==> config.mk <==
export PLATFORM = sky130hd
export DESIGN_NAME = shamh_core
export DESIGN_NICKNAME = d
export VERILOG_FILES = /design/src/rtl/shamh_pkg.sv /design/src/rtl/shamh_core.sv
export SDC_FILE = /design/constraint.sdc
export NUM_CORES = 2
export LEC_CHECK = 0
export ABC_CLOCK_PERIOD_IN_PS = 9600
export BUFFER_PORTS_ARGS = -buffer_cell sky130_fd_sc_hd__clkbuf_2
export CELL_PAD_IN_SITES_DETAIL_PLACEMENT = 0
export CELL_PAD_IN_SITES_GLOBAL_PLACEMENT = 1
export CORE_MARGIN = 2
export CORE_UTILIZATION = 42
export DETAILED_ROUTE_END_ITERATION = 16
export PLACE_DENSITY_LB_ADDON = 0.1
export SLEW_MARGIN = 15
export SYNTH_ARGS = -nofsm -noshare
export SYNTH_HDL_FRONTEND = slang
export SYNTH_SLANG_ARGS = --single-unit
==> constraint.sdc <==
create_clock -name clk -period 9.6 [get_ports clk]
set_input_delay 1.92 -clock clk [delete_from_list [all_inputs] [get_ports clk]]
set_output_delay 1.92 -clock clk [all_outputs]
set_load 0.02 [all_outputs]
==> src/rtl/shamh_pkg.sv <==
`default_nettype none
package shamh_pkg;

	typedef struct packed {
		logic [31:0] word;
		logic [2:0]  nbytes;
		logic        last;
	} item_t;

	typedef struct packed {
		logic start;
		logic init;
	} core_ctl_t;

	typedef struct packed {
		logic busy;
		logic done;
	} core_sts_t;

	localparam logic [31:0] IV [8] = '{
		32'h6a09e667, 32'hbb67ae85, 32'h3c6ef372, 32'ha54ff53a,
		32'h510e527f, 32'h9b05688c, 32'h1f83d9ab, 32'h5be0cd19
	};

	localparam logic [31:0] RC [64] = '{
		32'h428a2f98, 32'h71374491, 32'hb5c0fbcf, 32'he9b5dba5,
		32'h3956c25b, 32'h59f111f1, 32'h923f82a4, 32'hab1c5ed5,
		32'hd807aa98, 32'h12835b01, 32'h243185be, 32'h550c7dc3,
		32'h72be5d74, 32'h80deb1fe, 32'h9bdc06a7, 32'hc19bf174,
		32'he49b69c1, 32'hefbe4786, 32'h0fc19dc6, 32'h240ca1cc,
		32'h2de92c6f, 32'h4a7484aa, 32'h5cb0a9dc, 32'h76f988da,
		32'h983e5152, 32'ha831c66d, 32'hb00327c8, 32'hbf597fc7,
		32'hc6e00bf3, 32'hd5a79147, 32'h06ca6351, 32'h14292967,
		32'h27b70a85, 32'h2e1b2138, 32'h4d2c6dfc, 32'h53380d13,
		32'h650a7354, 32'h766a0abb, 32'h81c2c92e, 32'h92722c85,
		32'ha2bfe8a1, 32'ha81a664b, 32'hc24b8b70, 32'hc76c51a3,
		32'hd192e819, 32'hd6990624, 32'hf40e3585, 32'h106aa070,
		32'h19a4c116, 32'h1e376c08, 32'h2748774c, 32'h34b0bcb5,
		32'h391c0cb3, 32'h4ed8aa4a, 32'h5b9cca4f, 32'h682e6ff3,
		32'h748f82ee, 32'h78a5636f, 32'h84c87814, 32'h8cc70208,
		32'h90befffa, 32'ha4506ceb, 32'hbef9a3f7, 32'hc67178f2
	};

	localparam logic [7:0] PAD_BYTE = 8'h80;
	localparam logic [2:0] FULL_WORD = 3'd4;
	localparam logic [2:0] LAST_INDEX = 3'd7;

	function automatic logic [31:0] rotr(input logic [31:0] x, input int n);
		rotr = (x >> n) | (x << (32 - n));
	endfunction

endpackage
`default_nettype wire

==> src/rtl/shamh_core.sv <==
`default_nettype none
module shamh_core (
	input  wire                   clk,
	input  wire                   arst_n,
	input  wire shamh_pkg::core_ctl_t ctl,
	input  wire [511:0]           block,
	output shamh_pkg::core_sts_t  sts,
	output logic [31:0]           chain [8]
);
	import shamh_pkg::*;

	logic [31:0] chain_q [8];
	logic [31:0] v_q [8];
	logic [31:0] w_q [16];
	logic [5:0]  rnd_q;
	logic        run_q, fin_q;
	logic [31:0] t1, t2, wnew;

	always_comb begin
		t1 = v_q[7] + (rotr(v_q[4], 6) ^ rotr(v_q[4], 11) ^ rotr(v_q[4], 25))
			+ ((v_q[4] & v_q[5]) ^ (~v_q[4] & v_q[6])) + RC[rnd_q] + w_q[0];
		t2 = (rotr(v_q[0], 2) ^ rotr(v_q[0], 13) ^ rotr(v_q[0], 22))
			+ ((v_q[0] & v_q[1]) ^ (v_q[0] & v_q[2]) ^ (v_q[1] & v_q[2]));
		// schedule runs as a shift line: tap 0 is the word of this round
		wnew = w_q[0] + (rotr(w_q[1], 7) ^ rotr(w_q[1], 18) ^ (w_q[1] >> 3))
			+ w_q[9] + (rotr(w_q[14], 17) ^ rotr(w_q[14], 19) ^ (w_q[14] >> 10));
	end

	always_ff @(posedge clk) begin
		if (ctl.start) begin
			for (int i = 0; i < 8; i++) v_q[i] <= chain_q[i];
			for (int i = 0; i < 16; i++) w_q[i] <= block[511 - 32*i -: 32];
		end else if (run_q) begin
			v_q[7] <= v_q[6];
			v_q[6] <= v_q[5];
			v_q[5] <= v_q[4];
			v_q[4] <= v_q[3] + t1;
			v_q[3] <= v_q[2];
			v_q[2] <= v_q[1];
			v_q[1] <= v_q[0];
			v_q[0] <= t1 + t2;
			for (int i = 0; i < 15; i++) w_q[i] <= w_q[i+1];
			w_q[15] <= wnew;
		end
	end

	always_ff @(posedge clk or negedge arst_n) begin
		if (!arst_n) begin
			for (int i = 0; i < 8; i++) chain_q[i] <= IV[i];
			rnd_q <= 6'd0;
			run_q <= 1'b0;
			fin_q <= 1'b0;
		end else begin
			fin_q <= 1'b0;
			if (ctl.start) begin
				rnd_q <= 6'd0;
				run_q <= 1'b1;
			end else if (run_q) begin
				rnd_q <= rnd_q + 6'd1;
				if (rnd_q == 6'd63) begin
					run_q <= 1'b0;
					fin_q <= 1'b1;
				end
			end
			if (fin_q) begin
				for (int i = 0; i < 8; i++) chain_q[i] <= chain_q[i] + v_q[i];
			end else if (ctl.init) begin
				for (int i = 0; i < 8; i++) chain_q[i] <= IV[i];
			end
		end
	end

	assign sts.busy = run_q;
	assign sts.done = fin_q;
	assign chain = chain_q;
endmodule
`default_nettype wire

Word level (Yosys, flattened, before mapping)
Memory sizes are Yosys's and may differ from the RTL's.
Index checks and enable logic that the tools add are counted.
{ "word_totals": {"ff_bits": 264, "mem_bits_rw": 768, "rom_bits": 2048, "inputBits": 516, "output_inout_bits": 258, "elab_cells": 130, "memories": 3} }
{ "memory_table": {"columns": ["name", "words", "word_bits", "rd", "rd_clocked_by_memory_dff", "wr", "line", "source"], "rows": [
  ["(no name shown)", 64, 32, 1, 0, 0, "shamh_core.sv:21", "+ ((v_q[4] & v_q[5]) ^ (~v_q[4] & v_q[6])) + RC[rnd_q] + w_q[0];"],
  ["w_q", 16, 32, 16, 0, 16, "shamh_core.sv:14", "logic [31:0] w_q [16];"],
  ["v_q", 8, 32, 8, 0, 8, "shamh_core.sv:13", "logic [31:0] v_q [8];"]
]} }
{ "classes": {"add_sub_neg": 19, "n_lt_le_gt_ge": 1, "eq_ne": 1, "mux": 41, "bitwise": 52, "n_reduce_logical": 2} }
{ "op_table": {"columns": ["operator", "n"], "rows": [
  ["$mux W32", 26],
  ["$add A32 B32 Y32", 18],
  ["$mux W256", 2],
  ["$xor A32 B32 Y32", 9],
  ["$and A32 B32 Y32", 5],
  ["$not A32 Y32", 1],
  ["$or A10 B32 Y32", 1],
  ["$or A13 B32 Y32", 1],
  ["$or A14 B32 Y32", 1],
  ["$or A15 B32 Y32", 1],
  ["$or A19 B32 Y32", 1],
  ["$or A21 B32 Y32", 1],
  ["$or A25 B32 Y32", 1],
  ["$or A26 B32 Y32", 1],
  ["$or A30 B32 Y32", 1],
  ["$or A7 B32 Y32", 1],
  ["$xor A32 B22 Y32", 1],
  ["$xor A32 B29 Y32", 1],
  ["$or A1 B1 Y1", 24],
  ["$mux W6", 2],
  ["$mux W1", 11],
  ["$ge A7 B7 Y1 const B", 1],
  ["$not A6 Y7", 1],
  ["$add A6 B1 Y6 const B", 1],
  ["2 further kinds", 3]
]} }

Depth between registers and ports, before layout
An unclocked memory read counts as a cell.
{ "depth": {"depth_word": 10, "mapped_depth": 43, "mapped_depth_nobuf": 41} }

Least setup slack after synthesis
OpenSTA, ideal clock, no wires.
{ "synth_path": {"path_kind": "input to register", "start": "input port ctl[1] in the netlist's numbering", "end": "memory v_q[0][0] (enable)", "setup_time_ns": 0.823, "arrival_time_ns": 11.874, "t_required_ns": 8.777, "setup_slack_ns": -3.097, "path_stages": 4, "path_buffers": 3, "cell_sequence": "clkbuf_1 clkbuf_1 clkbuf_1 or2_2"} }
{ "synth_lines": {"columns": ["element", "line", "source"], "rows": [
  ["start, declared", "shamh_core.sv:5", "input wire shamh_pkg::core_ctl_t ctl,"],
  ["end, declared", "shamh_core.sv:13", null]
]} }

==> flow_summary.json <==
{
  "pin_count": 774,
  "gp_congestion": 0.959,
  "vias": 57975,
  "cts_buffers": 121,
  "layout-drive-gt1-share_pct": 17.8,
  "path_common_cell": "fa_1",
  "ys_ff_latch": 1032,
  "die_area_sq_mm": 0.169,
  "numPortBuffers": 773,
  "period_minus_slack_ns": 9.07,
  "ys_warn_count": 0,
  "synth-simple-area-share_pct": 15.8,
  "synth_xor_area_share_pct": 7.28,
  "wire_per_inst_microns": 28.7,
  "slowest_delay_ns": 0.50,
  "antenna_left": 0,
  "htreeDepth": 3,
  "final_cell_mix": "nand2_1 (1921), clkbuf_2 (770), edfxtp_1 (768)",
  "synth_flop_cell": "edfxtp_1",
  "fin_nets": 9058,
  "final_common_cell": "nand2_1",
  "yosys.area_share.adder_pct": 12.7,
  "cts.sinks": 1032,
  "root_buffer": "clkbuf_16",
  "die_x_microns": 411,
  "cp-end-kind": "flip-flop",
  "synth_mux_area_share_pct": 3.52,
  "viasPerCell": 5.65,
  "initial_core_util_pct": 42.2,
  "fp.dieH_microns": 411,
  "synth_top_family_by_area": "simple AND/OR/NAND/NOR gates",
  "synth_compound_area_share_pct": 14.0,
  "worst_pin_slew_ns": 1.18,
  "dp_cells": 10020,
  "routed_wl_microns": 295000,
  "critPathKind": "reg -> reg",
  "core_sq_mm": 0.165,
  "slew_viol_final": 0,
  "dp_slack_ns": 0.516,
  "instances_no_fill": 10259,
  "hold_buffers": 0,
  "track_usage_pct": 34.1,
  "grt_pass1_wl_microns": 412000,
  "finClkSkew_ns": 0.0623,
  "startpoint_type": "flip-flop",
  "syn_avg_cell_area_sq_um": 9.49,
  "cts_buffer_depth": 3,
  "route.detailed.drc": 0,
  "clk_latency_ns": 0.81,
  "synth_cells": 7314,
  "clkSlewWorstSetupHoldPaths_ns": 0.06,
  "hp-class": "reg -> reg",
  "drtPass1Iterations": 6,
  "hpwl_microns": 230000,
  "synth_enable_flop_cells": 768,
  "syn_area_sq_mm": 0.0694,
  "async_flop_share_pct": 25.6,
  "synth_cell_types": 97,
  "detail_route.iter0.violations": 5554,
  "max_freq_mhz": 110,
  "fin_ws_ns": 0.527,
  "max_slew_margin_pct": 21.3,
  "final_hold_viol_count": 0,
  "grt_start_max_net_pins": 166,
  "crit_fanout": 10,
  "setup_viol": 0,
  "ys_seq_area_share_pct": 43.0,
  "arrival_ns": 9.59,
  "grt.overflow.total": 0,
  "cts_tree": "built",
  "status": "finished, final reports clean",
  "period_share_pct": 94.5,
  "crit_required_ns": 10.12,
  "rsz0062_at_grt": "false",
  "cp_slowest_cell": "fa_1",
  "synth.net_count": 8418,
  "num_rows": 149,
  "antenna_found_initial": 46,
  "drv_cap": 0,
  "fin_tns_setup_ns": 0,
  "area_delta_synth_final_pct": 14.7,
  "first_global_vias": 55991
}
-- path summary, 6_finish.rpt --
path	startpoint	depth (start not counted)	to	slack, ns
max	rnd_q[0]	39	v_q[0][31]	0.53
min	w_q[4][6]	2	w_q[3][6]	0.50
max reg2reg	rnd_q[0]	39	v_q[0][31]	0.53
min reg2reg	w_q[4][6]	2	w_q[3][6]	0.50
max in group asynchronous	arst_n	3	chain[218]	6.60
min in group asynchronous	arst_n	1	chain[137]	1.06
-- through the flow --
stage	hold slack [ns]	utilization [%]	area [sq um]
5_1_grt	0.519	48.4	79600
4_1_cts	0.508	48.3	79600
3_3_place_gp	0.488	46.0	75700
6_report	0.504	48.4	79600
2_1_floorplan	0.484	-	69400
3_5_place_dp	0.491	46.0	75700
-- cells by family (layout without fill, tap and decap cells) --
group	count (synthesis)	count (layout)
AO/OA/AOI/OAI	1561	1561
XOR/XNOR	577	577
adder cells (fa/ha/maj)	591	591
buffers and inverters	676	1422
flip-flops	1032	1032
multiplexers	213	213
other	0	10
AND/OR/NAND/NOR	2664	2664
-- synthesized netlist by cell type (15+ instances only) --
master    count  area [sq um]
xnor2_1     369          3230
o21bai_1     46           345
edfxtp_1    768         23100
nor3_1       89           445
o31ai_1      24           180
or3_1        25           156
o21ai_0     397          1990
o21a_1       47           353
o211ai_1     34           255
dfrtp_1     128          3200
dfstp_2     136          3570
o22ai_1      24           150
and2_1       19           119
xor2_1      208          1820
nand2_1    1921          7210
clkbuf_1    332          1250
nor2_1      309          1160
buf_1        29           109
mux2_2      186          2090
a311oi_1     15           131
a21oi_1     470          2350
nor2b_1      41           257
and3_1       23           144
a21o_1      189          1420
mux2i_1      20           200
a211oi_1     60           450
a211o_1      15           131
fa_1        195          3900
nand4_1      33           206
ha_1        393          4920
inv_1       310          1160
a31oi_1      44           275
nand2b_1     63           394
nand3_1      74           370
o21ai_1      40           200
or2_2        17           106
-- area by class of cell --
| class | instances | area [sq um] |
|---|---|---|
| fillers | 15831 | 85000 |
| well taps | 2189 | 2740 |
| inverters | 312 | 1170 |
| clock inverters | 58 | 574 |
| multi-input cells | 5606 | 37100 |
| flip-flops and latches | 1032 | 29800 |
| clock buffers | 171 | 3340 |
| repair buffers | 881 | 4850 |
| diodes | 10 | 25.0 |
-- worst max-delay path: cells and delay by family, from the launching register on --
| family | cells | cell delay (ns) |
|---|---|---|
| fa+ha+maj | 8 | 3.40 |
| compound gates | 18 | 3.35 |
| simple gates | 5 | 0.57 |
| buf+inv | 5 | 0.55 |
| xor+xnor | 3 | 0.54 |
| flops | 1 | 0.38 |
-- layer usage --
metal	vias to the layer above	routed length [microns]	track usage [%]
met3	442	22300	7.33
met2	2149	137000	55.1
met1	28682	124000	44.9
met5	-	245	0
li1	26664	-	-
met4	38	11700	12.6
-- timing repair --
item	in CTS	in global routing
endpoints found under the setup margin	0	2
setup buffers	0	0
resized for setup	0	3
-- sequential cells by signal (all words and copies together), names as in the netlist --
signal and count:
w_q 512, rnd_q 6, v_q 256, fin_q 1
run_q 1, chain 256
Power is not shown: default switching activity piles up to over one toggle a cycle in this logic, so the estimate is an artifact.
