<file path="config.mk">
export PLATFORM = sky130hd
export DESIGN_NAME = shamh_front
export DESIGN_NICKNAME = d
export VERILOG_FILES = /design/src/rtl/shamh_pkg.sv /design/src/rtl/shamh_front.sv
export SDC_FILE = /design/constraint.sdc
export NUM_CORES = 1
export LEC_CHECK = 0
export BUFFER_PORTS_ARGS = -buffer_cell sky130_fd_sc_hd__buf_2
export CAP_MARGIN = 20
export CORE_UTILIZATION = 35
export DETAILED_ROUTE_END_ITERATION = 6
export PLACE_DENSITY_LB_ADDON = 0.15
export SLEW_MARGIN = 20
export SYNTH_ARGS = -nofsm -noshare
export SYNTH_HDL_FRONTEND = slang
export SYNTH_SLANG_ARGS = --single-unit
</file>
<file path="constraint.sdc">
create_clock -name clk -period 2.65 [get_ports clk]
set_input_delay 0 -clock clk [delete_from_list [all_inputs] [get_ports clk]]
set_output_delay 0 -clock clk [all_outputs]
set_load 0.02 [all_outputs]
</file>
<file path="src/rtl/shamh_pkg.sv">
`default_nettype none
package shamh_pkg;

	typedef struct packed {
		logic [31:0] word;
		logic [2:0]  nbytes;
		logic        last;
	} item_t;

	typedef struct packed {
		logic start;
		logic init;
	} core_ctl_t;

	typedef struct packed {
		logic busy;
		logic done;
	} core_sts_t;

	localparam logic [31:0] IV [8] = '{
		32'h6a09e667, 32'hbb67ae85, 32'h3c6ef372, 32'ha54ff53a,
		32'h510e527f, 32'h9b05688c, 32'h1f83d9ab, 32'h5be0cd19
	};

	localparam logic [31:0] RC [64] = '{
		32'h428a2f98, 32'h71374491, 32'hb5c0fbcf, 32'he9b5dba5,
		32'h3956c25b, 32'h59f111f1, 32'h923f82a4, 32'hab1c5ed5,
		32'hd807aa98, 32'h12835b01, 32'h243185be, 32'h550c7dc3,
		32'h72be5d74, 32'h80deb1fe, 32'h9bdc06a7, 32'hc19bf174,
		32'he49b69c1, 32'hefbe4786, 32'h0fc19dc6, 32'h240ca1cc,
		32'h2de92c6f, 32'h4a7484aa, 32'h5cb0a9dc, 32'h76f988da,
		32'h983e5152, 32'ha831c66d, 32'hb00327c8, 32'hbf597fc7,
		32'hc6e00bf3, 32'hd5a79147, 32'h06ca6351, 32'h14292967,
		32'h27b70a85, 32'h2e1b2138, 32'h4d2c6dfc, 32'h53380d13,
		32'h650a7354, 32'h766a0abb, 32'h81c2c92e, 32'h92722c85,
		32'ha2bfe8a1, 32'ha81a664b, 32'hc24b8b70, 32'hc76c51a3,
		32'hd192e819, 32'hd6990624, 32'hf40e3585, 32'h106aa070,
		32'h19a4c116, 32'h1e376c08, 32'h2748774c, 32'h34b0bcb5,
		32'h391c0cb3, 32'h4ed8aa4a, 32'h5b9cca4f, 32'h682e6ff3,
		32'h748f82ee, 32'h78a5636f, 32'h84c87814, 32'h8cc70208,
		32'h90befffa, 32'ha4506ceb, 32'hbef9a3f7, 32'hc67178f2
	};

	localparam logic [7:0] PAD_BYTE = 8'h80;
	localparam logic [2:0] FULL_WORD = 3'd4;
	localparam logic [2:0] LAST_INDEX = 3'd7;

	function automatic logic [31:0] rotr(input logic [31:0] x, input int n);
		rotr = (x >> n) | (x << (32 - n));
	endfunction

endpackage
`default_nettype wire

</file>
<file path="src/rtl/shamh_front.sv">
`default_nettype none
module shamh_front (
	input  wire                 clk,
	input  wire                 arst_n,
	input  wire                 in_valid,
	output logic                in_ready,
	input  wire [31:0]          in_word,
	input  wire [2:0]           in_nbytes,
	input  wire                 in_last,
	output logic                q_valid,
	output shamh_pkg::item_t    q_item,
	input  wire                 q_pop
);
	import shamh_pkg::*;

	item_t      slot_q [2];
	logic       wr_q, rd_q;
	logic [1:0] cnt_q;
	logic       push;
	item_t      cls;

	// byte counts above four saturate
	always_comb begin
		cls.word = in_word;
		cls.nbytes = (in_nbytes > FULL_WORD) ? FULL_WORD : in_nbytes;
		cls.last = in_last;
	end

	assign in_ready = (cnt_q != 2'd2);
	assign push = in_valid && in_ready;
	assign q_valid = (cnt_q != 2'd0);
	assign q_item = slot_q[rd_q];

	always_ff @(posedge clk) begin
		if (push) slot_q[wr_q] <= cls;
	end

	always_ff @(posedge clk or negedge arst_n) begin
		if (!arst_n) begin
			wr_q <= 1'b0;
			rd_q <= 1'b0;
			cnt_q <= 2'd0;
		end else begin
			if (push) wr_q <= ~wr_q;
			if (q_pop) rd_q <= ~rd_q;
			cnt_q <= cnt_q + {1'b0, push} - {1'b0, q_pop};
		end
	end
endmodule
`default_nettype wire

</file>
-- Word-level counts from Yosys, hierarchy flattened
Memory sizes are Yosys's and may differ from the RTL's.
Cells that the tools add are included.
- bits in registers: 4
- RAM bits: 72
- input port bits: 40
- output and inout bits: 38
- memories kept: 1
- memories (memory ; words ; width ; rd ports ; clocked after memory_dff ; wr ports ; line ; text):
    slot_q ; 2 ; 36 ; 1 ; 0 ; 1 ; shamh_front.sv:16 ; item_t slot_q [2];
- add/sub/neg operators: 2
- $lt $le $gt $ge: 1
- equal/unequal tests: 1
- multiplexer cells: 3
- bitwise operators: 2
- reductions and logical operators: 2
- operators with widths (kind ; count):
    > comparator 3 bit (second input constant) ; 1
    two-way mux 3 bit ; 1
    adder 2 x 1 -> 2 bit ; 1
    two-way mux 1 bit ; 2
    inequality test 2 bit (second input constant) ; 1
    inverter 1 bit ; 2
    nonzero test 2 bit ; 1
    subtractor 2 x 1 -> 2 bit ; 1
    logical AND 1 bit ; 1

-- Logic depth before layout (Yosys ltp)
Gate-level depths: netlist of the first run.
- depth in word-level cells: 4
- depth in mapped cells: 5
- depth with buffers taken out: 5

-- Worst setup path after synthesis of the first run
Ideal clock, no wire load.
- kind: register to register
- start point: register cnt_q[1]
- end point: memory slot_q[0][0] in the netlist's numbering, enable pin
- setup time: 429 ps
- data arrival time: 2317 ps
- data required time: 2221 ps
- path slack: -96 ps
- stages on the path, launching flop included: 4
- path buffers: 0
- period minus slack after synthesis: 2746 ps
- cells stage by stage: dfrtp_1 nand2b_1 nand2_1 nor2_1
- word-level cells in the longest chain between the ends: 4
- RTL lines (item ; line ; text):
    start: declaration ; shamh_front.sv:18 ; logic [1:0] cnt_q;
    start signal: assignment ; shamh_front.sv:46 ; cnt_q <= cnt_q + {1'b0, push} - {1'b0, q_pop};
    inequality test 2 bit ; shamh_front.sv:29 ; assign in_ready = (cnt_q != 2'd2);
    via in_ready ; shamh_front.sv:6 ; output logic in_ready,
    logical AND 1 bit ; shamh_front.sv:30 ; assign push = in_valid && in_ready;
    two-way mux 1 bit ; shamh_front.sv:35 ; if (push) slot_q[wr_q] <= cls;
    two-way mux 1 bit (implied by the code) ; shamh_front.sv:35 ;
    end: declaration ; shamh_front.sv:16 ;
The timed path passes the listed nets, and every way through them passes these cells.

==> impl_results.md, run 1 <==
* Status: complete, no violations
* Worst-path cell chain: buf_12 > mux2_2 > buf_2
* Die area at 0.00878 mm²
* Clock skew at 0.00554 ns
* Max Root-Sink Buffers at 2
* Worst VDD drop at 610 µV
* P_int at 2780 µW
* Setup TNS Final at 0 ns
* CTS buffer count at 9
* Critical path class: reg -> out
* Sw power at 1350 µW
* R2R setup slack at 1.00 ns
* ANT cells at 0
* Die Wd at 93.7 µm
* Number of synthesized register bits at 76
* Overall routed net length at 5060 µm
* Final setup margin at 0.797 ns
* Clock power frac at 20.4%
* Comb pwr share at 36.2%
* Period minus WS final at 1.85 ns
* Drt pass-1 iters at 4
* Detail Route Antenna Nets at 0
* Fin util at 49.2%
* Synth unique cells at 18
* Number of global-route vias before repair at 1589
* Post-Syn Nets at 173
* Total power at 4130 µW
* Netlist Area Pre-Place at 0.00294 mm²
* Placer Congestion at 0.674
* Power density cells at 1030 mW/mm²
* Post-CTS setup buffer count at 0
* LEAKAGE at 0.00160 µW
* Largest cells by area after synthesis: edfxtp_1 (73%), mux2_4 (15%), dfrtp_1 (3.4%)
* Largest stage delay, worst path at 0.72 ns
* Register area share after synthesis at 76.9%
* Worst r2r dst: slot_q[0][34]
* Worst Path Max Fanout at 22
* Max-cap violation count at 0
* Yosys warnings at 0
* Count of final hold-check violations at 0
* Clock transition at path regs at 0.07 ns
* Final Cycle Share at 69.9%
* Max Slew Vio Count at 0
* CTS HTree Levels at 3
* DP HPWL at 3150 µm
* CTS tree: yes
* GRT Overall Usage at 12.5%
* Largest net degree at the start of global routing at 32
* Initial antenna violation count at 0
* Critical path startpoint: rd_q
* WL per Instance at 13.8 µm
* Place WS at 0.987 ns
* Share of cells above drive strength 1 at 53.3%
* Critical path capture point: q_item[32]
* Initial Util at 36.0%
* Placed cells at 313
* Nets at 297
* I/O pins at 78
* Mapped Avg Cell Area at 22.3 µm²
* Hold/Removal Path Class: in -> reg
* Core Box Area at 0.00818 mm²
* Startpoint class of the critical path: flop
* Slew at the pin with the worst max-slew slack at 0.535 ns
* Crit-path slowest cell: dfrtp_2
* Synth top area share at 73.5%
* Synth Instances at 132
* Fmax at 0.540 GHz
* CP Data Required Time at 2.65 ns
* # setup viols final at 0
* Sw Share at 32.6%
* PostCTS Resize Cnt at 0
* Most frequent cells in the layout: buf_2 (77), edfxtp_1 (72), dlygate4sd3_1 (37)
* Crit end category: primary output
* R2R cell count at 4
* Drt via density at 4.28
* PortBufs at 77
* Reg-to-reg critical path startpoint: cnt_q[1]
* Clk sinks at 76
* GRT Residual Overflow at 0
* Slew HR at 64.3%
* Area grow syn2layout at 36.8%
* Most common cell after layout, fill and taps aside: buf_2
* Non-Filler Instances at 366
* Die height at 93.7 µm
* Root Buffer: clkbuf_8
* RSZ-0062 raised after global routing: false
* Seq pwr share at 43.4%
* Clock Latency Late Sink at 0.34 ns
* Drt drc at 0
* Synth area leader: edfxtp_1
* Crit path DAT at 1.85 ns
* Via count at 1566
* FP Rows at 33
* DRT iter0 DRCs at 54
* First-pass GRT wire length at 7680 µm
==> metrics by stage <==
stage | hold WS [ns] | cell area [µm²]
global route | 0.0149 | 4030
floorplan | -0.296 | 2950
CTS | 0.0106 | 4030
finish | 0.0236 | 4030
detailed placement | -0.186 | 3460
global placement | -0.187 | 3460
==> logic make-up (layout without fill, tap and decap cells) <==
kind of cell	count (synthesis)	in the layout	synth area share, %
simple gates	8	8	1.74
xor+xnor	4	4	1.19
buf+inv	5	134	1.66
compound gates	2	2	0.638
mux	36	36	17.5
flops	76	76	76.9
fa+ha+maj	1	1	0.425
==> registers in the layout, indices dropped and copies added (netlist names) <==
signal and flops:
cnt_q 2, rd_q 1, slot_q 72, wr_q 1
==> Yosys cell counts, drive strengths merged <==
| cell type | n |
|---|---|
| and3 | 1 |
| mux2 | 36 |
| nor3b | 1 |
| a21bo | 1 |
| a21oi | 1 |
| or2 | 1 |
| dfrtp | 4 |
| buf | 4 |
| clkbuf | 1 |
| edfxtp | 72 |
| nand2b | 1 |
| nor2b | 2 |
| xnor2 | 3 |
| nor2 | 1 |
| xor2 | 1 |
| nand2 | 1 |
| ha | 1 |
==> layer usage <==
metal	up-vias	wire length, µm	GRT usage (%)
li1	758	-	-
met1	753	2240	14.6
met2	47	2460	20.0
met3	8	270	4.45
met4	0	89	6.54
met5	-	0	0
==> cell type report <==
class	count	area, µm²
flip-flops and latches	76	2260
repair buffers	118	798
clock buffers	9	124
clock inverters	7	67.6
multi-input cells	51	641
well taps	105	131
fillers	744	4150
==> how the worst min path moves through the flow <==
stage	end	slack [ns]	cells past startpoint	from
2_1_floorplan	cnt_q[0]	-0.30	0	arst_n
3_3_place_gp	cnt_q[1]	-0.19	1	arst_n
3_5_place_dp	cnt_q[1]	-0.19	1	arst_n
4_1_cts	slot_q[0][1]	0.01	2	in_nbytes[0]
5_1_grt	slot_q[0][1]	0.01	2	in_nbytes[0]
6_report	slot_q[1][1]	0.02	2	in_nbytes[0]
==> critical path: cells and delay by family (launching register included) <==
| family | cells | cell delay [ns] |
|---|---|---|
| buf+inv | 2 | 0.43 |
| mux | 1 | 0.36 |
| flops | 1 | 0.72 |
==> power by group through the flow <==
stage               Combinational [µW]  Clock, µW  Sequential (µW)
floorplan                         1150          0             1740
global placement                  1480          0             1820
detailed placement                1470          0             1820
CTS                               1520        869             1800
global route                      1600        924             1820
finish                            1490        842             1790
==> what timing repair did <==
item,4_1_cts,5_1_grt
hold buffers,37,0
endpoints found under the setup margin,0,0
endpoints found under the hold margin,77,0
No activity file was read; power rests on OpenSTA's default activity.
==> run 2: changes to the inputs <==
- clock period: 2.65 -> 1.5 ns (I/O delays scaled with it)
==> run 2 against run 1 <==
Via count increased by 4.5%. Hold slack improved by 0.017 ns. Core utilization increased by 4.3 points. Final cell count increased by 1.9%. Setup slack got worse by 0.79 ns. Sequential power increased by 73%.
==> impl_results.md, run 2 (synthesis gave the netlist of run 1 again) <==
* Placed cells at 315 (+0.64%)
* Die area at 0.00878 mm² (unchanged)
* Via count at 1636 (+4.5%)
* Share of cells above drive strength 1 at 53.7% (+0.47 points)
* Final Cycle Share at 99.3%
* RSZ-0062 raised after global routing: true
* LEAKAGE at 0.00176 µW (+9.9%)
* Crit end category: primary output
* # setup viols final at 0 (unchanged)
* Die height at 93.7 µm (unchanged)
* Clock power frac at 16.2% (-4.2 points)
* Slew at the pin with the worst max-slew slack at 0.210 ns (-0.326 ns)
* Nets at 304 (+2.4%)
* GRT Overall Usage at 12.8% (+0.31 points)
* Largest register FFs at 72 (unchanged)
* Setup TNS Final at 0 ns (unchanged)
* Number of global-route vias before repair at 1565 (-1.5%)
* R2R cell count at 3 (-1)
* Drt pass-1 iters at 4 (unchanged)
* Startpoint class of the critical path: flop
* Hold Path Cell Cnt at 2 (unchanged)
* Largest net degree at the start of global routing at 26 (-19%)
* FP Rows at 33 (unchanged)
* Detail Route Antenna Nets at 0 (unchanged)
* P_int at 5510 µW (+98%)
* GR Layer Usage met3 at 4.37% (-0.081 points)
* Hold/Removal Path Class: in -> reg
* I/O pins at 78 (unchanged)
* Clk sinks at 76 (unchanged)
* Comb pwr share at 45.6% (+9.4 points)
* Max Root-Sink Buffers at 2 (unchanged)
* Crit path DAT at 1.49 ns (-0.36 ns)
* Most common cell after layout, fill and taps aside: edfxtp_1
* GRT busiest layer: met2
* Overall routed net length at 5340 µm (+5.5%)
* Most frequent cells in the layout: edfxtp_1 (72), buf_2 (45), dlygate4sd3_1 (39)
* Clock skew at 0.00809 ns (+0.00255 ns)
* CTS tree: yes
* M2 GR Usage at 20.3% (+0.30 points)
* GRT Residual Overflow at 0 (unchanged)
* Core Box Area at 0.00818 mm² (unchanged)
* Post-CTS setup buffer count at 0 (unchanged)
* Count of final hold-check violations at 0 (unchanged)
* Period minus WS final at 1.49 ns
* WL per Instance at 14.3 µm (+3.6%)
* Worst Path Max Fanout at 5 (-77%)
* Drt via density at 4.39 (+2.5%)
* Placer Congestion at 0.702 (+4.2%)
* CTS HTree Levels at 3 (unchanged)
* Slew HR at 86.0% (+22 points)
* Biggest regs: slot_q x72, cnt_q x2
* Root Buffer: clkbuf_8
* First-pass GRT wire length at 7810 µm (+1.7%)
* Reg with most FFs: slot_q
* Initial antenna violation count at 0 (unchanged)
* CP Data Required Time at 1.50 ns (-1.15 ns)
* DRT iter0 DRCs at 47 (-13%)
* Total power at 8100 µW (+96%)
* Worst VDD drop at 705 µV (+16%)
* Critical path class: reg -> out
* Non-Filler Instances at 373 (+1.9%)
* Drt drc at 0 (unchanged)
* Power density cells at 1850 mW/mm² (+81%)
* CTS buffer count at 9 (unchanged)
* Initial Util at 36.0% (unchanged)
* Die Wd at 93.7 µm (unchanged)
* Clock transition at path regs at 0.08 ns (about the same)
* ANT cells at 0 (unchanged)
* Status: complete, no violations
* Sw Share at 31.9% (-0.69 points)
* Max Slew Vio Count at 0 (unchanged)
* Clock Latency Late Sink at 0.34 ns (about the same)
* PortBufs at 77 (unchanged)
* Max-cap violation count at 0 (unchanged)
* Sw power at 2590 µW (+92%)
* Fmax at 0.672 GHz
* Seq pwr share at 38.2% (-5.2 points)
* DP HPWL at 3150 µm (+0.19%)
* GRT met1 Usage at 15.2% (+0.59 points)
* Area grow syn2layout at 48.6%
==> run 2: changes by cell type in the layout (fill, tap and decap cells not counted), sizes merged <==
| cell | before | now |
|---|---|---|
| clkinv | 3 | 4 |
| clkinvlp | 3 | 1 |
| dlygate4sd3 | 37 | 39 |
| inv | 0 | 1 |
| buf | 81 | 83 |
| clkbuf | 9 | 13 |
| bufinv | 1 | 0 |
==> run 2: timing repair <==
action | CTS | global route
endpoints found under the setup margin | 22 | 34
pin swaps | 0 | 0
endpoints found under the hold margin | 78 | 0
gates resized for setup | 1 | 72
hold buffers | 39 | 0
cloned | 1 | 2
==> run 2: final cells by class <==
cell class	count	area (µm²)
well taps	105	131
clock inverters	6	38.8
flip-flops and latches	76	2260
multi-input cells	51	682
repair buffers	125	1130
fillers	678	3800
clock buffers	10	128
==> run 2: worst max-delay path: stages, from the launching register on <==
cell	delay [ns]
dfrtp_2	0.48
buf_4	0.21
mux2_4	0.31
buf_2	0.16
==> run 2: stage by stage <==
step	area (µm²)	worst slack [ns]	util, %	hold slack, ns
floorplan	2970	-0.103	-	-0.296
global placement	3520	0.221	43.0	-0.186
detailed placement	3520	0.219	43.0	-0.186
CTS	4100	-0.0356	50.2	0.0222
global route	4370	-0.0593	53.5	0.0370
finish	4370	0.0112	53.5	0.0406
==> run 2: power groups by stage <==
stage	Clock, µW	Sequential, µW	Combinational [µW]
after detailed placement	0	3110	2860
after global placement	0	3100	2850
after CTS	1360	3090	3030
after floorplan	0	3070	2060
after global routing	1450	3140	3910
final	1310	3100	3700
==> run 2: layer usage <==
layer	wire, µm	vias up
li1	-	772
met1	2280	807
met2	2710	50
met3	262	7
met4	87	0
met5	0	-
==> run 2: final timing paths <==
path,start,endpoint,slack (ns)
max in group asynchronous,arst_n,rd_q,0.74
hold / removal,in_nbytes[1],slot_q[1][2],0.04
setup reg to reg,cnt_q[1],slot_q[1][9],0.21
min in group asynchronous,arst_n,cnt_q[1],0.56
hold reg to reg,wr_q,wr_q,0.56
setup / recovery,rd_q,q_item[11],0.01
